===== config.mk =====
export PLATFORM = sky130hd
export DESIGN_NAME = multi_channel_heartbeat_watchdog
export DESIGN_NICKNAME = d
export VERILOG_FILES = /design/src/hw/rtl/mchw_pkg.sv /design/src/hw/rtl/mchw_ctrl.sv /design/src/hw/rtl/mchw_datapath.sv /design/src/hw/rtl/multi_channel_heartbeat_watchdog.sv
export SDC_FILE = /design/constraint.sdc
export NUM_CORES = 1
export LEC_CHECK = 0
export BUFFER_PORTS_ARGS = -buffer_cell sky130_fd_sc_hd__buf_2
export CORE_MARGIN = 2
export CORE_UTILIZATION = 55
export CTS_CLUSTER_SIZE = 24
export DETAILED_ROUTE_END_ITERATION = 12
export HOLD_SLACK_MARGIN = 0.1
export PLACE_DENSITY_LB_ADDON = 0.05
export REMOVE_ABC_BUFFERS = 1
export SYNTH_ARGS = -nofsm -noshare
export SYNTH_HDL_FRONTEND = slang
export SYNTH_HIERARCHICAL = 1
export SYNTH_SLANG_ARGS = --single-unit

===== constraint.sdc =====
create_clock -name clk -period 12.85 [get_ports clk]
set_input_delay 1.285 -clock clk [delete_from_list [all_inputs] [get_ports clk]]
set_output_delay 1.285 -clock clk [all_outputs]
set_load 0.02 [all_outputs]

===== src/hw/rtl/mchw_pkg.sv =====
`timescale 1ns / 1ps

package mchw_pkg;

    localparam int DEF_CHANNELS           = 15;
    localparam int DEF_COUNTER_BITS       = 12;
    localparam int DEF_STOP_HOLDOFF_TICKS = 50;

    localparam int TIMEOUT_W  = 12;
    localparam int MODE_W     = 6;
    localparam int LIMIT_W    = 4;
    localparam int CFG_IDX_W  = 4;
    localparam int CFG_DATA_W = 12;
    localparam int HOLDOFF_W  = 6;
    localparam int MAP_OUT_W  = 15;
    localparam int COUNT_OUT_W = 4;
    localparam int GROUP_W    = 3;

    localparam logic [CFG_IDX_W-1:0] REG_CONTROL_TIMEOUT    = 4'd0;
    localparam logic [CFG_IDX_W-1:0] REG_PERCEPTION_TIMEOUT = 4'd1;
    localparam logic [CFG_IDX_W-1:0] REG_SAFETY_TIMEOUT     = 4'd2;
    localparam logic [CFG_IDX_W-1:0] REG_NAVIGATION_TIMEOUT = 4'd3;
    localparam logic [CFG_IDX_W-1:0] REG_HARDWARE_TIMEOUT   = 4'd4;
    localparam logic [CFG_IDX_W-1:0] REG_CRITICAL_MODE      = 4'd5;
    localparam logic [CFG_IDX_W-1:0] REG_CRITICAL_LIMIT     = 4'd6;
    localparam logic [CFG_IDX_W-1:0] REG_TOTAL_LIMIT        = 4'd7;

    localparam logic [TIMEOUT_W-1:0] RST_CONTROL_TIMEOUT    = 12'd20;
    localparam logic [TIMEOUT_W-1:0] RST_PERCEPTION_TIMEOUT = 12'd30;
    localparam logic [TIMEOUT_W-1:0] RST_SAFETY_TIMEOUT     = 12'd10;
    localparam logic [TIMEOUT_W-1:0] RST_NAVIGATION_TIMEOUT = 12'd50;
    localparam logic [TIMEOUT_W-1:0] RST_HARDWARE_TIMEOUT   = 12'd20;
    localparam logic [MODE_W-1:0]    RST_CRITICAL_MODE      = 6'd53;
    localparam logic [LIMIT_W-1:0]   RST_CRITICAL_LIMIT     = 4'd2;
    localparam logic [LIMIT_W-1:0]   RST_TOTAL_LIMIT        = 4'd10;

    localparam logic [GROUP_W-1:0] GRP_CONTROL    = 3'd0;
    localparam logic [GROUP_W-1:0] GRP_PERCEPTION = 3'd1;
    localparam logic [GROUP_W-1:0] GRP_SAFETY     = 3'd2;
    localparam logic [GROUP_W-1:0] GRP_NAVIGATION = 3'd3;
    localparam logic [GROUP_W-1:0] GRP_HARDWARE   = 3'd4;

    localparam int AUTO_STOP_BIT = 5;

    localparam logic [1:0] HEALTH_OK       = 2'd0;
    localparam logic [1:0] HEALTH_WARNING  = 2'd1;
    localparam logic [1:0] HEALTH_CRITICAL = 2'd2;

    typedef struct packed {
        logic hb_write;
        logic tick_start;
        logic scan_step;
        logic finish;
    } mchw_cmd_t;

    typedef struct packed {
        logic scan_last;
        logic out_busy;
    } mchw_status_t;

    function automatic logic [GROUP_W-1:0] group_of(input logic [4:0] ch);
        logic [GROUP_W-1:0] g;
        case (ch)
            5'd0, 5'd1, 5'd2:        g = GRP_CONTROL;
            5'd3, 5'd4, 5'd5, 5'd6:  g = GRP_PERCEPTION;
            5'd7, 5'd8, 5'd9:        g = GRP_SAFETY;
            5'd10, 5'd11:            g = GRP_HARDWARE;
            5'd12, 5'd13, 5'd14:     g = GRP_NAVIGATION;
            default:                 g = GRP_HARDWARE;
        endcase
        return g;
    endfunction

endpackage


===== src/hw/rtl/mchw_ctrl.sv =====
`timescale 1ns / 1ps

module mchw_ctrl
    import mchw_pkg::*;
(
    input  logic         clk,
    input  logic         rst_n,
    input  logic         s_tvalid,
    input  logic         s_tuser,
    input  mchw_status_t status,
    output logic         s_tready,
    output mchw_cmd_t    cmd
);

    localparam logic [1:0] ST_IDLE = 2'd0;
    localparam logic [1:0] ST_SCAN = 2'd1;
    localparam logic [1:0] ST_DONE = 2'd2;

    logic [1:0] state_reg;
    logic [1:0] state_next;

    always_ff @(posedge clk or negedge rst_n)
    begin
        if (!rst_n)
        begin
            state_reg <= ST_IDLE;
        end
        else
        begin
            state_reg <= state_next;
        end
    end

    always_comb
    begin
        state_next     = state_reg;
        s_tready       = 1'b0;
        cmd.hb_write   = 1'b0;
        cmd.tick_start = 1'b0;
        cmd.scan_step  = 1'b0;
        cmd.finish     = 1'b0;
        case (state_reg)
            ST_IDLE:
            begin
                s_tready = 1'b1;
                if (s_tvalid)
                begin
                    if (s_tuser)
                    begin
                        cmd.hb_write = 1'b1;
                    end
                    else
                    begin
                        cmd.tick_start = 1'b1;
                        state_next     = ST_SCAN;
                    end
                end
            end
            ST_SCAN:
            begin
                cmd.scan_step = 1'b1;
                if (status.scan_last)
                begin
                    state_next = ST_DONE;
                end
            end
            ST_DONE:
            begin
                // hold until the output register can take the result
                if (!status.out_busy)
                begin
                    cmd.finish = 1'b1;
                    state_next = ST_IDLE;
                end
            end
            default:
            begin
                state_next = ST_IDLE;
            end
        endcase
    end

endmodule


===== src/hw/rtl/mchw_datapath.sv =====
`timescale 1ns / 1ps

module mchw_datapath
    import mchw_pkg::*;
#(
    parameter int CHANNELS           = DEF_CHANNELS,
    parameter int COUNTER_BITS       = DEF_COUNTER_BITS,
    parameter int STOP_HOLDOFF_TICKS = DEF_STOP_HOLDOFF_TICKS
)
(
    input  logic                  clk,
    input  logic                  rst_n,
    input  mchw_cmd_t             cmd,
    output mchw_status_t          status,
    input  logic [7:0]            s_tdata,
    input  logic                  cfg_valid,
    input  logic [CFG_IDX_W-1:0]  cfg_index,
    input  logic [CFG_DATA_W-1:0] cfg_data,
    output logic                  m_tvalid,
    input  logic                  m_tready,
    output logic [31:0]           m_tdata
);

    localparam int IDX_W = (CHANNELS > 1) ? $clog2(CHANNELS) : 1;
    localparam int CNT_W = $clog2(CHANNELS + 1);
    localparam int CMP_W = (COUNTER_BITS > TIMEOUT_W) ? COUNTER_BITS : TIMEOUT_W;
    localparam int LIM_W = (CNT_W > LIMIT_W) ? CNT_W : LIMIT_W;
    localparam logic [COUNTER_BITS-1:0] CNT_MAX = {COUNTER_BITS{1'b1}};
    localparam logic [IDX_W-1:0] LAST_IDX = IDX_W'(CHANNELS - 1);
    localparam logic [HOLDOFF_W-1:0] HOLDOFF_LOAD = HOLDOFF_W'(STOP_HOLDOFF_TICKS);

    // configuration
    logic [TIMEOUT_W-1:0] timeout_reg [5];
    logic [MODE_W-1:0]    mode_reg;
    logic [LIMIT_W-1:0]   crit_limit_reg;
    logic [LIMIT_W-1:0]   total_limit_reg;

    always_ff @(posedge clk or negedge rst_n)
    begin
        if (!rst_n)
        begin
            timeout_reg[GRP_CONTROL]    <= RST_CONTROL_TIMEOUT;
            timeout_reg[GRP_PERCEPTION] <= RST_PERCEPTION_TIMEOUT;
            timeout_reg[GRP_SAFETY]     <= RST_SAFETY_TIMEOUT;
            timeout_reg[GRP_NAVIGATION] <= RST_NAVIGATION_TIMEOUT;
            timeout_reg[GRP_HARDWARE]   <= RST_HARDWARE_TIMEOUT;
            mode_reg        <= RST_CRITICAL_MODE;
            crit_limit_reg  <= RST_CRITICAL_LIMIT;
            total_limit_reg <= RST_TOTAL_LIMIT;
        end
        else if (cfg_valid)
        begin
            case (cfg_index)
                REG_CONTROL_TIMEOUT:    timeout_reg[GRP_CONTROL]    <= cfg_data;
                REG_PERCEPTION_TIMEOUT: timeout_reg[GRP_PERCEPTION] <= cfg_data;
                REG_SAFETY_TIMEOUT:     timeout_reg[GRP_SAFETY]     <= cfg_data;
                REG_NAVIGATION_TIMEOUT: timeout_reg[GRP_NAVIGATION] <= cfg_data;
                REG_HARDWARE_TIMEOUT:   timeout_reg[GRP_HARDWARE]   <= cfg_data;
                REG_CRITICAL_MODE:      mode_reg        <= cfg_data[MODE_W-1:0];
                REG_CRITICAL_LIMIT:     crit_limit_reg  <= cfg_data[LIMIT_W-1:0];
                REG_TOTAL_LIMIT:        total_limit_reg <= cfg_data[LIMIT_W-1:0];
                default:
                begin
                end
            endcase
        end
    end

    // channel state and scan
    logic [COUNTER_BITS-1:0] elapsed_reg [CHANNELS];
    logic [CHANNELS-1:0]     alive_reg;
    logic [IDX_W-1:0]        idx_reg;
    logic [CHANNELS-1:0]     map_reg;
    logic [CNT_W-1:0]        failed_reg;
    logic [CNT_W-1:0]        crit_reg;
    logic [HOLDOFF_W-1:0]    holdoff_reg;

    logic [4:0]              hb_ch;
    logic                    hb_in_range;
    logic [4:0]              scan_ch;
    logic [GROUP_W-1:0]      scan_grp;
    logic [COUNTER_BITS-1:0] cnt_cur;
    logic [COUNTER_BITS-1:0] cnt_inc;
    logic                    timed_out;
    logic                    dead;

    assign hb_ch       = {1'b0, s_tdata[3:0]};
    assign hb_in_range = 6'(hb_ch) < 6'(CHANNELS);
    assign scan_ch     = 5'(idx_reg);
    assign scan_grp    = group_of(scan_ch);
    assign cnt_cur     = elapsed_reg[idx_reg];
    assign cnt_inc     = (cnt_cur == CNT_MAX) ? cnt_cur : cnt_cur + 1'b1;
    assign timed_out   = CMP_W'(cnt_inc) >= CMP_W'(timeout_reg[scan_grp]);
    assign dead        = timed_out || !alive_reg[idx_reg];

    assign status.scan_last = (idx_reg == LAST_IDX);
    assign status.out_busy  = m_tvalid && !m_tready;

    always_ff @(posedge clk or negedge rst_n)
    begin
        if (!rst_n)
        begin
            for (int i = 0; i < CHANNELS; i++)
            begin
                elapsed_reg[i] <= '0;
            end
            alive_reg <= '1;
            idx_reg   <= '0;
        end
        else if (cmd.hb_write)
        begin
            if (hb_in_range)
            begin
                elapsed_reg[hb_ch[IDX_W-1:0]] <= '0;
                alive_reg[hb_ch[IDX_W-1:0]]   <= s_tdata[4];
            end
        end
        else if (cmd.tick_start)
        begin
            idx_reg <= '0;
        end
        else if (cmd.scan_step)
        begin
            elapsed_reg[idx_reg] <= cnt_inc;
            alive_reg[idx_reg]   <= !dead;
            idx_reg              <= idx_reg + 1'b1;
        end
    end

    always_ff @(posedge clk)
    begin
        if (cmd.tick_start)
        begin
            map_reg    <= '0;
            failed_reg <= '0;
            crit_reg   <= '0;
        end
        else if (cmd.scan_step && dead)
        begin
            map_reg[idx_reg] <= 1'b1;
            failed_reg       <= failed_reg + 1'b1;
            if (mode_reg[scan_grp])
            begin
                crit_reg <= crit_reg + 1'b1;
            end
        end
    end

    // result
    logic                    over_total;
    logic                    emergency;
    logic [1:0]              health;
    logic [HOLDOFF_W-1:0]    holdoff_dec;
    logic                    stop;
    logic [31:0]             map_wide;
    logic [31:0]             failed_wide;
    logic [31:0]             crit_wide;
    logic                    out_valid_reg;
    logic [31:0]             out_data_reg;

    assign over_total  = LIM_W'(failed_reg) > LIM_W'(total_limit_reg);
    assign emergency   = (LIM_W'(crit_reg) >= LIM_W'(crit_limit_reg)) || over_total;
    assign health      = over_total ? HEALTH_CRITICAL :
                         (failed_reg != '0) ? HEALTH_WARNING : HEALTH_OK;
    assign holdoff_dec = (holdoff_reg != '0) ? holdoff_reg - 1'b1 : holdoff_reg;
    assign stop        = emergency && mode_reg[AUTO_STOP_BIT] && (holdoff_dec == '0);
    assign map_wide    = 32'(map_reg);
    assign failed_wide = 32'(failed_reg);
    assign crit_wide   = 32'(crit_reg);

    always_ff @(posedge clk or negedge rst_n)
    begin
        if (!rst_n)
        begin
            holdoff_reg   <= '0;
            out_valid_reg <= 1'b0;
        end
        else if (cmd.finish)
        begin
            holdoff_reg   <= stop ? HOLDOFF_LOAD : holdoff_dec;
            out_valid_reg <= 1'b1;
        end
        else if (m_tready)
        begin
            out_valid_reg <= 1'b0;
        end
    end

    always_ff @(posedge clk)
    begin
        if (cmd.finish)
        begin
            out_data_reg <= {5'd0, stop, emergency, health,
                             crit_wide[COUNT_OUT_W-1:0],
                             failed_wide[COUNT_OUT_W-1:0],
                             map_wide[MAP_OUT_W-1:0]};
        end
    end

    assign m_tvalid = out_valid_reg;
    assign m_tdata  = out_data_reg;

endmodule


===== src/hw/rtl/multi_channel_heartbeat_watchdog.sv =====
// Tick item: after accept the controller steps through every channel, then registers
// the result; the datapath updates one channel counter per cycle, and the next tick is
// not accepted before that, nor while a finished result waits on m_tready.
// Heartbeat item: applied in its accept cycle, no result, one per cycle while idle.
// Reset (rst_n low, asynchronous): registers to defaults, counters zero,
// all channels alive, no stop hold-off, no result pending.
`timescale 1ns / 1ps

module multi_channel_heartbeat_watchdog
    import mchw_pkg::*;
#(
    parameter int CHANNELS           = DEF_CHANNELS,
    parameter int COUNTER_BITS       = DEF_COUNTER_BITS,
    parameter int STOP_HOLDOFF_TICKS = DEF_STOP_HOLDOFF_TICKS
)
(
    input  logic                  clk,
    input  logic                  rst_n,
    input  logic                  s_tvalid,
    output logic                  s_tready,
    input  logic [7:0]            s_tdata,   // channel_index[3:0], reports_healthy[4]
    input  logic                  s_tuser,   // command
    output logic                  m_tvalid,
    input  logic                  m_tready,
    // failed_map[14:0], failed_count[18:15], critical_failed_count[22:19],
    // health_status[24:23], emergency[25], stop_request[26]
    output logic [31:0]           m_tdata,
    input  logic                  cfg_valid,
    output logic                  cfg_ready,
    input  logic [CFG_IDX_W-1:0]  cfg_index,
    input  logic [CFG_DATA_W-1:0] cfg_data
);

    mchw_cmd_t    cmd;
    mchw_status_t status;

    assign cfg_ready = 1'b1;

    mchw_ctrl u_ctrl (
        .clk      (clk),
        .rst_n    (rst_n),
        .s_tvalid (s_tvalid),
        .s_tuser  (s_tuser),
        .status   (status),
        .s_tready (s_tready),
        .cmd      (cmd)
    );

    mchw_datapath #(
        .CHANNELS           (CHANNELS),
        .COUNTER_BITS       (COUNTER_BITS),
        .STOP_HOLDOFF_TICKS (STOP_HOLDOFF_TICKS)
    ) u_datapath (
        .clk       (clk),
        .rst_n     (rst_n),
        .cmd       (cmd),
        .status    (status),
        .s_tdata   (s_tdata),
        .cfg_valid (cfg_valid),
        .cfg_index (cfg_index),
        .cfg_data  (cfg_data),
        .m_tvalid  (m_tvalid),
        .m_tready  (m_tready),
        .m_tdata   (m_tdata)
    );

endmodule


Word level (Yosys, flattened, before mapping)
Memory sizes are Yosys's and may differ from the RTL's.
Index checks and enable logic that the tools add are counted.
{ "word_totals": {"elab_cells": 160, "reg_bits": 332, "rom_bits": 48, "memories": 1} }
{ "mem_list": {"columns": ["memory", "depth", "width", "read_ports", "rd_clocked_by_memory_dff", "wr", "line", "rtl"], "rows": [
  ["(name not given)", 16, 3, 1, 0, 0, "mchw_pkg.sv:63", "case (ch)"]
]} }
{ "classes": {"n_addsub": 5, "reduce_logical": 33, "n_lt_le_gt_ge": 14, "n_bitwise": 7, "n_eq_ne": 17, "n_mux": 50} }
{ "op_table": {"columns": ["op", "n"], "rows": [
  ["180-bit two-way mux", 4],
  ["180-bit bitwise AND", 1],
  ["180-bit bitwise mux", 1],
  ["180-bit inverter", 1],
  ["12-bit demux with 4-bit select", 2],
  ["12-bit two-way mux", 7],
  ["15-bit two-way mux", 4],
  ["12-bit binary-select mux with 4-bit select", 1],
  ["12-bit binary-select mux with 3-bit select", 1],
  ["15-bit bitwise mux", 2],
  ["2-bit AND reduction", 10],
  ["4-bit by 3-bit equality test with 1-bit output, second input constant", 4],
  ["15-bit OR", 1],
  ["1-bit two-way mux", 13],
  ["12-bit by 1-bit adder with 12-bit output, second input constant", 1],
  ["4-bit by 1-bit adder with 4-bit output, second input constant", 3],
  ["12-bit equality test, second input constant", 1],
  ["12-bit greater-or-equal comparator", 1],
  ["2-bit two-way mux", 6],
  ["6-bit two-way mux", 2],
  ["5-bit greater-or-equal comparator, second input constant", 2],
  ["4-bit by 5-bit < comparator with 1-bit output, second input constant", 2],
  ["5-bit by 1-bit < comparator with 1-bit output, second input constant", 2],
  ["4-bit inverter with 5-bit output", 2],
  ["other kinds (32)", 52]
]} }

Depth between registers and ports, before layout
Gate-level depths: netlist of the first run.
{ "depth": {"ltp_word": 13, "depth_mapped": 25, "mapped_depth_nobuf": 19} }

Modules after synthesis
The synthesis of the first run kept the hierarchy.
{ "modules_own_cells": {"columns": ["module", "instances", "area_per_inst_um2", "cells_each"], "rows": [
  ["mchw_datapath", 1, 15750.1, 1346],
  ["mchw_ctrl", 1, 115.1, 11],
  ["multi_channel_heartbeat_watchdog", 1, 11.3, 2]
]} }

Least setup slack after synthesis of the first run
Ideal clock, no wire load.
{ "synth_path": {"path_kind": "register to register", "startpoint": "register u_datapath.idx_reg[0]", "endpoint": "register u_datapath.alive_reg[12]", "path_stages_with_launch": 22, "arrival_time_ps": 4546, "path_slack_ps": 8225, "required_ps": 12771, "synth_period_minus_slack_ps": 4625, "path_cell_list": "dfrtp_1 -> buf_6 -> buf_12 -> mux4_2 -> o22ai_1 -> o21ba_2 -> ha_1 -> nand2_1 -> nand4b_4 -> nor3_4 -> mux2i_1 -> buf_2 -> inv_1 -> ha_1 -> a21o_1 -> a21o_1 -> a21oi_1 -> o211ai_2 -> nor2_1 -> clkbuf_1 -> a31oi_1 -> o21ai_0"} }
{ "synth_between": {"elab_chain_cells": 13} }
{ "synth_rtl": {"columns": ["element", "line", "rtl"], "rows": [
  ["start: declaration", "mchw_datapath.sv:72", "logic [IDX_W-1:0] idx_reg;"],
  ["start signal: assignment", "mchw_datapath.sv:126", "idx_reg <= idx_reg + 1'b1;"],
  ["4-bit inverter with 5-bit output (implied by the code)", "mchw_datapath.sv:91", "assign cnt_cur = elapsed_reg[idx_reg];"],
  ["12-bit binary-select mux with 4-bit select", "mchw_datapath.sv:91", null],
  ["12-bit two-way mux (implied by the code) (2 in a row)", "mchw_datapath.sv:91", null],
  ["12-bit by 1-bit adder with 12-bit output / 12-bit equality test (equally long branches)", "mchw_datapath.sv:92", "assign cnt_inc = (cnt_cur == CNT_MAX) ? cnt_cur : cnt_cur + 1'b1;"],
  ["12-bit two-way mux", "mchw_datapath.sv:92", null],
  ["12-bit greater-or-equal comparator", "mchw_datapath.sv:93", "assign timed_out = CMP_W'(cnt_inc) >= CMP_W'(timeout_reg[scan_grp]);"],
  ["1-bit logical OR", "mchw_datapath.sv:94", "assign dead = timed_out || !alive_reg[idx_reg];"],
  ["1-bit zero test", "mchw_datapath.sv:125", "alive_reg[idx_reg] <= !dead;"],
  ["15-bit bitwise mux (*)", "mchw_datapath.sv:125", null],
  ["15-bit two-way mux (*)", "mchw_datapath.sv:122", "else if (cmd.scan_step)"],
  ["15-bit two-way mux (*)", "mchw_datapath.sv:118", "else if (cmd.tick_start)"],
  ["15-bit two-way mux (*)", "mchw_datapath.sv:110", "else if (cmd.hb_write)"],
  ["end signal: indexed assignment", "mchw_datapath.sv:115", "alive_reg[hb_ch[IDX_W-1:0]] <= s_tdata[4];"],
  ["end signal: indexed assignment", "mchw_datapath.sv:125", null],
  ["end: declaration", "mchw_datapath.sv:71", "logic [CHANNELS-1:0] alive_reg;"]
]} }
Mark *: on every way between the ends. The rest lies on a longest branch, timed or not. The select of a mux whose other input is x is not followed.
A chain may end at the register's enable or synchronous reset.

Final worst setup path of the first run
{ "layout_path": {"startpoint": "register u_datapath.idx_reg[0]", "endpoint": "register u_datapath.alive_reg[8]"} }
Same word-level chain as after synthesis.

==> results of run 1 <==
## kinds of logic (layout without fill, tap and decap cells)
| family | Yosys count | in the layout | share of synthesized area [%] |
|---|---|---|---|
| other | 2 | 6 | 0.0473 |
| AND/OR/NAND/NOR | 313 | 313 | 9.76 |
| buffers and inverters | 135 | 187 | 4.53 |
| flip-flops | 332 | 332 | 52.7 |
| adder cells (fa/ha/maj) | 32 | 32 | 2.52 |
| AO/OA/AOI/OAI | 395 | 395 | 17.8 |
| XOR/XNOR | 6 | 6 | 0.426 |
| multiplexers | 144 | 144 | 12.2 |
## cell usage after synthesis, types with 4 or more instances
master	count	area, sq um
inv_1	23	86.3
ha_1	32	400
o21a_1	4	30.0
o21ai_0	79	395
dfxtp_1	23	460
a311oi_1	12	105
a22oi_1	10	75.1
clkbuf_1	62	233
and3_1	19	119
nor2_1	42	158
edfxtp_1	27	811
a31oi_1	48	300
nor3b_1	6	45.0
mux2i_1	31	310
and2_1	20	125
mux4_2	28	631
nand2_1	144	541
a21oi_1	33	165
nand3_1	25	125
a21o_1	10	75.1
a22o_1	120	1050
nand3b_1	5	37.5
xnor2_1	4	35.0
a221o_1	4	40.0
o2bb2ai_1	5	43.8
dfstp_2	35	920
dfrtp_1	247	6180
buf_2	10	50.1
or2_2	4	25.0
nor2b_1	10	62.6
o21ai_1	20	100
buf_6	12	135
mux2_2	82	923
buf_4	22	165
nor3_1	5	25.0
a211oi_1	14	105
nand2b_1	7	43.8
nand4_1	6	37.5
## layout make-up
class / count / area share [%]
inverter: 24 / 0.510
clock inverter: 12 / 0.929
timing repair buffer: 96 / 3.36
sequential: 332 / 47.5
clock buffer: 55 / 6.27
multi-input combinational: 896 / 38.7
tap: 384 / 2.72
## metal layers
| metal | vias to the layer above | wire length [um] | track usage [%] | share of wire [%] |
|---|---|---|---|---|
| met4 | 0 | 808 | 6.72 | 2.1 |
| li1 | 5087 | - | - | - |
| met3 | 67 | 2180 | 4.64 | 5.6 |
| met5 | - | 0 | 0 | 0 |
| met2 | 296 | 18700 | 43.7 | 48 |
| met1 | 5681 | 17500 | 37.0 | 45 |
## worst min path at each step
stage / from / slack (ns) / endpoint / cells after the start
floorplan: u_datapath/map_reg[0] / 0.41 / u_datapath/m_tdata[0] / 0
global placement: u_datapath/map_reg[13] / 0.42 / u_datapath/m_tdata[13] / 0
detailed placement: u_datapath/map_reg[12] / 0.42 / u_datapath/m_tdata[12] / 0
CTS: u_datapath/map_reg[3] / 0.44 / u_datapath/m_tdata[3] / 0
global route: u_datapath/map_reg[8] / 0.45 / u_datapath/m_tdata[8] / 0
finish: u_datapath/map_reg[3] / 0.43 / u_datapath/m_tdata[3] / 0
## through the flow
step / hold WS, ns / power [mW] / instance area (sq um)
after floorplan: 0.409 / 2.72 / 15300
after global placement: 0.417 / 3.28 / 16400
after detailed placement: 0.418 / 3.33 / 16400
after CTS: 0.436 / 4.45 / 17600
after global routing: 0.450 / 4.71 / 17600
final: 0.434 / 4.43 / 17600
## worst max-delay path, cell delays in order, from the launching register on
cell and delay, ns:
dfrtp_4 0.78, buf_4 0.58, and2b_4 0.37, a221o_1 0.20, o211ai_1 0.19, o31a_2 0.46
o21ba_4 0.28, a311oi_1 0.12, a21oi_2 0.67, ha_1 0.38, a21o_1 0.18, a21o_1 0.17
a21oi_1 0.13, o21a_1 0.18, o211ai_2 0.16, nor2_1 0.81, a31oi_1 0.18, o21ai_0 0.24
## power breakdown
part	internal (mW)	leakage, nW	switching [mW]	total (mW)
Combinational	0.699	3.11	1.06	1.76
Clock	0.676	0.630	0.423	1.10
Sequential	1.38	4.06	0.188	1.57
Total	2.76	7.80	1.67	4.43
==> results.sh, run 1 <==
export IMPL_status="finished, final reports clean"
export IMPL_synth_seq_area_share_pct=52.7
export IMPL_syn_avg_cell_area_sq_um=11.7
export IMPL_place_inst=1732
export IMPL_startpoint="u_datapath/idx_reg[0]"
export IMPL_clock_sinks=332
export IMPL_fin_crit_ns=6.23
export IMPL_num_nets_final=1449
export IMPL_power_density_nw_per_um2=251
export IMPL_gp_congestion=0.857
export IMPL_peakVddDrop_v=0.000135
export IMPL_timing_setup_tns_ns=0
export IMPL_insertion_delay_ns=0.53
export IMPL_tritoncts="yes"
export IMPL_r2r_slack_ns=6.62
export IMPL_holdCritPathClass="flip-flop to flip-flop"
export IMPL_grt_overflow_total=0
export IMPL_cts_made_buffers=37
export IMPL_dieArea_sq_um=30200
export IMPL_syn_inst=1359
export IMPL_reg2reg_to="u_datapath/alive_reg[8]"
export IMPL_hpwlAfterDp_mm=25.1
export IMPL_final_common_cell="dfrtp_1"
export IMPL_cp_endpoint="u_datapath/alive_reg[8]"
export IMPL_fill_cells=2363
export IMPL_largest_reg_flops=180
export IMPL_diodes=0
export IMPL_critPathKind="flip-flop to flip-flop"
export IMPL_dr_pass1_iters=5
export IMPL_maxCapViolCount=0
export IMPL_ys_ff_latch=332
export IMPL_synth_edf_count=27
export IMPL_cts_path_max_buffers=3
export IMPL_antenna_found_initial=0
export IMPL_crit_path_start_kind="flip-flop"
export IMPL_ys_types=85
export IMPL_synthArstFlopShare_pct=84.9
export IMPL_core_area_sq_um=28500
export IMPL_fmax_mhz=161
export IMPL_endpoint_kind="flip-flop"
export IMPL_setup_viol=0
export IMPL_initial_core_util_pct=55.6
export IMPL_rsz0062_at_grt="false"
export IMPL_slew_headroom_pct=21.7
export IMPL_port_buffers=55
export IMPL_drcViolationCount=0
export IMPL_holdBufCountCts=0
export IMPL_row_count=62
export IMPL_cts_resized=0
export IMPL_drive_above_1_share_pct=24.0
export IMPL_postRouteAntennaNets=0
export IMPL_fp_dieH_um=174
export IMPL_wirelength_mm=39.2
export IMPL_area_growth_pct=11.2
export IMPL_yosys_warnings=6
export IMPL_final_cell_mix="dfrtp_1 (245), nand2_1 (144), a22o_1 (120)"
export IMPL_critPathMaxFanout=33
export IMPL_required_ns=13.28
export IMPL_cts_root_buf="clkbuf_16"
export IMPL_fin_cells=1799
export IMPL_r2r_start="u_datapath/idx_reg[0]"
export IMPL_via_per_inst=6.19
export IMPL_final_seq_area_sq_um=8380
export IMPL_grt_pass1_wl_mm=64.3
export IMPL_grt_use_total_pct=26.6
export IMPL_maxSlewViolCount=0
export IMPL_rr_worst_depth=17
export IMPL_cts_htree_levels=2
export IMPL_hold_violations=0
export IMPL_pin_count=65
export IMPL_place_ws_ns=6.67
export IMPL_grt_pass1_vias=11200
export IMPL_netlist_area_sq_um=15900
export IMPL_final_util_pct=61.8
export IMPL_crit_arrival_ns=6.65
export IMPL_vias=11100
export IMPL_wl_per_cell_um=21.8
export IMPL_setup_ws_ns=6.62
export IMPL_synth_ff_type="dfrtp_1"
export IMPL_grt_max_degree=80
export IMPL_multi_input_area_sq_um=6840
export IMPL_dieWidth_um=174
export IMPL_clock_skew_ns=0.0228
export IMPL_drt_iter0_drc=886
export IMPL_fin_crit_sh_pct=48.5
export IMPL_clk_pin_slew_ns=0.06
export IMPL_p_leak_nw=7.80
export IMPL_tightest_slew_ns=1.18
export IMPL_cts_setup_buffers=0
Power figures use the tool's default switching activity.
==> run 2, diff against run 1 <==
--- a/config.mk
+++ b/config.mk
@@ -5,6 +5,7 @@
 export SDC_FILE = /design/constraint.sdc
 export NUM_CORES = 1
 export LEC_CHECK = 0
+export ABC_AREA = 1
 export BUFFER_PORTS_ARGS = -buffer_cell sky130_fd_sc_hd__buf_2
 export CORE_MARGIN = 2
 export CORE_UTILIZATION = 55
==> constraint.sdc (replaced) <==
create_clock -name clk -period 5.95 [get_ports clk]
set_input_delay 0.595 -clock clk [delete_from_list [all_inputs] [get_ports clk]]
set_output_delay 0.595 -clock clk [all_outputs]
set_load 0.02 [all_outputs]
==> run 2 against run 1 <==
- sequential power up 120%
- core utilization down 0.50 points
- clock power rose by 99%
- critical path type unchanged
- largest cell class unchanged
==> results.sh, run 2 <==
export IMPL_fmax_mhz=185
export IMPL_placed_area_sq_um=17500
export IMPL_synth_compound_area_share_pct=10.6
export IMPL_antenna_found_initial=0
export IMPL_fill_cells=2773
export IMPL_largest_reg_flops=180
export IMPL_cts_root_buf="clkbuf_16"
export IMPL_final_common_cell="nand2_1"
export IMPL_grt_pass1_vias=13900
export IMPL_tightest_slew_ns=1.11
export IMPL_grt_pass1_wl_mm=74.2
export IMPL_diodes=0
export IMPL_cts_made_buffers=37
export IMPL_endpoint_kind="flip-flop"
export IMPL_grt_overflow_total=0
export IMPL_initial_core_util_pct=55.5
export IMPL_yosys_warnings=6
export IMPL_synth_most_common_cell="nand2_1"
export IMPL_ys_types=52
export IMPL_clk_pin_slew_ns=0.06
export IMPL_ys_top_cells_by_count="nand2_1 (769), dfrtp_1 (247), nor2_1 (231), inv_1 (212), o21ai_0 (178)"
export IMPL_dieWidth_um=179
export IMPL_critPathKind="flip-flop to flip-flop"
export IMPL_hpwlAfterDp_mm=30.5
export IMPL_place_ws_ns=0.636
export IMPL_synthArstFlopShare_pct=84.9
export IMPL_clock_sinks=332
export IMPL_netlist_area_sq_um=16800
export IMPL_ys_top_cells_by_area="dfrtp_1 (37%), nand2_1 (17%), dfstp_2 (5.5%)"
export IMPL_crit_arrival_ns=5.76
export IMPL_clock_skew_ns=0.0184
export IMPL_rsz0062_at_grt="false"
export IMPL_peakVddDrop_v=0.000434
export IMPL_synth_seq_area_share_pct=49.7
export IMPL_critPathMaxFanout=29
export IMPL_r2r_start="u_datapath/idx_reg[0]"
export IMPL_dieArea_sq_um=32000
export IMPL_syn_avg_cell_area_sq_um=7.66
export IMPL_holdBufCountCts=0
export IMPL_path_common_cell="nand2_1"
export IMPL_area_growth_pct=10.5
export IMPL_postRouteAntennaNets=0
export IMPL_fin_crit_ns=5.40
export IMPL_startpoint="u_datapath/idx_reg[0]"
export IMPL_power_density_nw_per_um2=607
export IMPL_core_area_sq_um=30300
export IMPL_row_count=64
export IMPL_critical_path_slowest_cell="dfrtp_4"
export IMPL_synth_edf_count=27
export IMPL_synth_largest_area_cell="dfrtp_1"
export IMPL_syn_inst=2198
export IMPL_grt_max_degree=124
export IMPL_via_per_inst=5.48
export IMPL_setup_viol=0
export IMPL_final_util_pct=61.3
export IMPL_gp_congestion=0.904
export IMPL_synth_ff_type="dfrtp_1"
export IMPL_dr_pass1_iters=8
export IMPL_wirelength_mm=46.4
export IMPL_tritoncts="yes"
export IMPL_synth_xor_area_share_pct=0.416
export IMPL_vias=14600
export IMPL_final_cell_mix="nand2_1 (769), dfrtp_1 (246), nor2_1 (231)"
export IMPL_fp_dieH_um=179
export IMPL_reg2reg_to="u_datapath/crit_reg[0]"
export IMPL_fin_area_sq_um=18600
export IMPL_multi_input_area_sq_um=7110
export IMPL_maxSlewViolCount=0
export IMPL_synth_mux_area_share_pct=0
export IMPL_synth_top_area_share_pct=36.7
export IMPL_status="finished, final reports clean"
export IMPL_final_seq_area_sq_um=8380
export IMPL_place_inst=2593
export IMPL_cp_cell_sequence="inv_2 > buf_4 > nand2_1 > nand3_1 > nand2_1 > nor2_1 > nand2_1 > nand2_1 > nor2_2 > nand2_1 > nor2_4 > nand2_2 > nand2_2 > ha_1 > nand2_1 > o21ai_0 > nand3_1 > nand4_1 > nor2_2 > nor2_2 > nand2_1 > nand2_1 > a21oi_1"
export IMPL_rr_worst_depth=23
export IMPL_maxCapViolCount=0
export IMPL_cts_path_max_buffers=3
export IMPL_drcViolationCount=0
export IMPL_cts_resized=0
export IMPL_drive_above_1_share_pct=10.2
export IMPL_fin_cells=2657
export IMPL_pin_count=65
export IMPL_slew_headroom_pct=25.1
export IMPL_r2r_slack_ns=0.55
export IMPL_synth_fa_ha_area_share_pct=2.38
export IMPL_timing_hold_ws_ns=0.0892
export IMPL_p_leak_nw=9.27
export IMPL_port_buffers=55
export IMPL_cts_setup_buffers=0
export IMPL_drt_iter0_drc=1190
export IMPL_critPathMaxStageDelay_ns=0.60
export IMPL_num_nets_final=2298
export IMPL_wl_per_cell_um=17.5
export IMPL_timing_setup_tns_ns=0
export IMPL_insertion_delay_ns=0.51
export IMPL_grt_use_total_pct=29.8
export IMPL_synth_simple_area_share_pct=28.3
export IMPL_fin_crit_sh_pct=90.7
export IMPL_p_total_mw=11.3
export IMPL_cts_htree_levels=2
export IMPL_synth_top_family_by_area="simple AND/OR/NAND/NOR gates"
export IMPL_hold_violations=0
export IMPL_ys_ff_latch=332
export IMPL_setup_ws_ns=0.554
export IMPL_crit_path_start_kind="flip-flop"
export IMPL_holdCritPathClass="input port to asynchronous set/reset pin"
export IMPL_required_ns=6.31
[run 2: cell count changes in the layout (fill, tap and decap cells not counted), sizes merged, moves of 13 or more]
cell    delta
a211oi    -14
a22o     -120
a311oi    -13
a31oi     -31
and2      -19
and3      -19
inv      +195
mux2      -82
mux2i     -32
mux4      -30
nand2    +633
nand3     +94
nor2     +199
o21ai    +125
[run 2: cell type report]
type                    instances  share of cell area [%]
clock buffers                  56                    5.84
clock inverters                 8                   0.356
inverters                     224                    4.53
multi-input cells            1543                    38.2
flip-flops and latches        332                    45.0
well taps                     396                    2.66
repair buffers                 98                    3.40
[run 2: worst max path at each step]
stage / end / slack (ns) / cells past startpoint
global route: u_datapath/crit_reg[3] / 0.15 / 22
floorplan: u_datapath/crit_reg[2] / -0.31 / 21
finish: u_datapath/crit_reg[0] / 0.55 / 23
global placement: u_datapath/crit_reg[3] / 0.66 / 22
detailed placement: u_datapath/crit_reg[0] / 0.64 / 22
CTS: u_datapath/crit_reg[0] / 0.61 / 22
[run 2: worst max-delay path: cells and delay by family, from the launching register on]
family / cells / cell delay [ns]
simple gates: 18 / 3.08
fa+ha+maj: 1 / 0.42
buf+inv: 2 / 0.87
flops: 1 / 0.60
compound gates: 2 / 0.22
[run 2: logic make-up (layout without fill, tap and decap cells)]
family,Yosys count,after routing
other,2,6
AOI/OAI and AO/OA,323,323
DFF,332,332
and+or+nand+nor,1174,1174
xor gates and xnor gates,8,8
buffers and inverters,327,386
adders and majority gates,32,32
[run 2: power by group]
part,leakage (nW),internal [mW],switching (mW)
sequential,4.04,3.12,0.409
combinational,4.66,1.65,3.93
clock,0.568,1.30,0.891
[run 2: per-layer routing]
layer  track usage, %  vias to the layer above  routed length (um)
met2             49.3                      514               22000
met4             9.69                        0                1380
met1             40.5                     6946               20100
li1                 -                     7015                   -
met5                0                        -                   0
met3             4.01                       86                3010
==> run 3, diff against run 2 <==
--- a/config.mk
+++ b/config.mk
@@ -16,5 +16,4 @@
 export REMOVE_ABC_BUFFERS = 1
 export SYNTH_ARGS = -nofsm -noshare
 export SYNTH_HDL_FRONTEND = slang
-export SYNTH_HIERARCHICAL = 1
 export SYNTH_SLANG_ARGS = --single-unit
==> run 3 against run 2 <==
- sequential power fell by 1%
- worst setup slack got worse by 0.056 ns
- die area rose by 0.89%
- via count rose by 2.1%
- maximum frequency fell by 1.0%
- largest cell class unchanged
- first-iteration DRC count rose by 17%
- synthesized area rose by 0.91%
- cell count rose by 2.9%
- clock skew fell by 0.0069 ns
==> results.sh, run 3 <==
export IMPL_wirelength_mm=46.2
export IMPL_initial_core_util_pct=55.7
export IMPL_final_seq_area_sq_um=8380
export IMPL_synth_xor_area_share_pct=0.309
export IMPL_synth_edf_count=27
export IMPL_dieArea_sq_um=32300
export IMPL_via_per_inst=5.44
export IMPL_maxCapViolCount=0
export IMPL_syn_inst=2293
export IMPL_top_usage_layer="met2"
export IMPL_use_met3_pct=4.01
export IMPL_dr_pass1_iters=7
export IMPL_critical_path_slowest_cell="dfrtp_4"
export IMPL_core_area_sq_um=30500
export IMPL_fin_crit_sh_pct=91.6
export IMPL_wl_per_cell_um=16.9
export IMPL_synth_fa_ha_area_share_pct=2.36
export IMPL_hpwlAfterDp_mm=30.1
export IMPL_gp_congestion=0.877
export IMPL_fp_dieH_um=180
export IMPL_synth_top_area_share_pct=36.4
export IMPL_drive_above_1_share_pct=9.23
export IMPL_fin_cells=2735
export IMPL_r2r_slack_ns=0.50
export IMPL_grt_use_total_pct=29.0
export IMPL_rsz0062_at_grt="false"
export IMPL_critPathMaxStageDelay_ns=0.72
export IMPL_holdCritPathClass="input port to flip-flop"
export IMPL_path_common_cell="nand2_1"
export IMPL_ys_ff_latch=332
export IMPL_cts_path_max_buffers=3
export IMPL_peakVddDrop_v=0.000482
export IMPL_area_growth_pct=11.1
export IMPL_setup_viol=0
export IMPL_port_buffers=55
export IMPL_ys_types=41
export IMPL_clock_skew_ns=0.0115
export IMPL_grt_pass1_vias=14200
export IMPL_tightest_slew_ns=1.17
export IMPL_antenna_found_initial=0
export IMPL_use_met1_pct=42.8
export IMPL_drt_iter0_drc=1396
export IMPL_syn_avg_cell_area_sq_um=7.41
export IMPL_dieWidth_um=180
export IMPL_critPathMaxFanout=34
export IMPL_required_ns=6.34
export IMPL_synth_mux_area_share_pct=0
export IMPL_tritoncts="yes"
export IMPL_final_util_pct=61.8
export IMPL_synth_simple_area_share_pct=29.0
export IMPL_power_density_nw_per_um2=601
export IMPL_cts_root_buf="clkbuf_16"
export IMPL_synth_top_family_by_area="simple AND/OR/NAND/NOR gates"
export IMPL_place_inst=2666
export IMPL_synth_largest_area_cell="dfrtp_1"
export IMPL_postRouteAntennaNets=0
export IMPL_num_nets_final=2373
export IMPL_synth_seq_area_share_pct=49.3
export IMPL_maxSlewViolCount=0
export IMPL_fill_cells=2764
export IMPL_slew_headroom_pct=21.7
export IMPL_netlist_area_sq_um=17000
export IMPL_grt_max_degree=150
export IMPL_largest_reg_flops=180
export IMPL_final_cell_mix="nand2_1 (863), inv_1 (251), dfrtp_1 (246)"
export IMPL_hold_violations=0
export IMPL_ys_top_cells_by_area="dfrtp_1 (36%), nand2_1 (19%), inv_1 (5.5%)"
export IMPL_grt_pass1_wl_mm=76.0
export IMPL_yosys_warnings=0
export IMPL_p_leak_nw=9.82
export IMPL_critPathKind="flip-flop to flip-flop"
export IMPL_synth_compound_area_share_pct=10.2
export IMPL_cts_made_buffers=38
export IMPL_clock_sinks=332
export IMPL_drcViolationCount=0
export IMPL_fin_crit_ns=5.45
export IMPL_fmax_mhz=183
export IMPL_multi_input_area_sq_um=7150
export IMPL_timing_setup_tns_ns=0
export IMPL_synth_ff_type="dfrtp_1"
export IMPL_synth_most_common_cell="nand2_1"
export IMPL_diodes=0
export IMPL_grt_overflow_total=0
export IMPL_final_common_cell="nand2_1"
export IMPL_insertion_delay_ns=0.52
export IMPL_crit_path_start_kind="flip-flop"
export IMPL_ys_top_cells_by_count="nand2_1 (863), inv_1 (251), dfrtp_1 (247), nor2_1 (188)"
export IMPL_vias=14900
export IMPL_synthArstFlopShare_pct=84.9
export IMPL_status="finished, final reports clean"
export IMPL_grt_use_met2_pct=44.9
export IMPL_row_count=64
export IMPL_pin_count=65
export IMPL_crit_arrival_ns=5.84
export IMPL_cts_htree_levels=2
export IMPL_clk_pin_slew_ns=0.06
export IMPL_endpoint_kind="flip-flop"
run 3: changes by cell type after synthesis, sizes merged, moves of 9 or more:
cell and delta:
nand2 +93, nor3 -12, nand3 +36, inv +40
clkbuf +20, a21oi +9, nor2 -52, o21ai -19
buf -13
run 3: worst paths after layout:
path	cells after the start	end	from
worst max-delay path	28	u_datapath.crit_reg[3]	u_datapath.idx_reg[0]
worst min-delay path	3	u_datapath.mode_reg[5]	cfg_data[5]
worst max register to register	28	u_datapath.crit_reg[3]	u_datapath.idx_reg[0]
worst min register to register	0	u_datapath.m_tdata[2]	u_datapath.map_reg[2]
max in group asynchronous	3	u_datapath.idx_reg[0]	rst_n
min in group asynchronous	2	u_datapath.holdoff_reg[0]	rst_n
run 3: report_power, final:
group          switching [mW]  internal, mW  leakage (nW)
Combinational            3.81          1.63          5.09
Clock                   0.931          1.48         0.637
Sequential              0.410          3.08          4.09
Total                    5.15          6.19          9.82
run 3: final cells by class:
| class | instances | share of cell area (%) |
|---|---|---|
| sequential | 332 | 44.4 |
| multi-input combinational | 1592 | 37.9 |
| clock buffer | 55 | 5.91 |
| inverter | 263 | 5.23 |
| timing repair buffer | 84 | 3.01 |
| tap | 396 | 2.63 |
| clock inverter | 13 | 0.948 |
run 3: logic make-up (layout without fill, tap and decap cells):
group / Yosys count / in the layout
AO/OA/AOI/OAI: 314 / 314
flip-flops: 332 / 332
adder cells (fa/ha/maj): 32 / 32
buffers and inverters: 373 / 415
XOR/XNOR: 6 / 6
other: 2 / 6
AND/OR/NAND/NOR: 1234 / 1234
run 3: through the flow:
step	hold WS, ns	setup WS (ns)	area, sq um	power [mW]
after floorplan	0.299	-0.843	16500	6.94
after global placement	0.416	0.610	17600	8.71
after detailed placement	0.421	0.481	17600	8.86
after CTS	0.326	0.407	18900	11.3
after global routing	0.350	0.170	18900	12.2
final	0.346	0.499	18900	11.3
run 3: timing repair:
action	4_1_cts	5_1_grt
resized for setup	0	1
hold buffers	1	0
endpoints found under the setup margin	0	4
endpoints found under the hold margin	45	0
buffers inserted	0	0
run 3: critical path, delay by kind of cell, from the launching register on:
kind | cells | cell delay [ns]
buffers and inverters | 6 | 1.05
AO/OA/AOI/OAI | 1 | 0.07
AND/OR/NAND/NOR | 19 | 2.94
flip-flops | 1 | 0.72
adder cells (fa/ha/maj) | 2 | 0.52
run 3: layer usage:
layer | share of wire [%] | wire length [um]
met1 | 46 | 21200
met4 | 2.2 | 999
met2 | 45 | 20600
met3 | 7.2 | 3320
met5 | 0 | 0
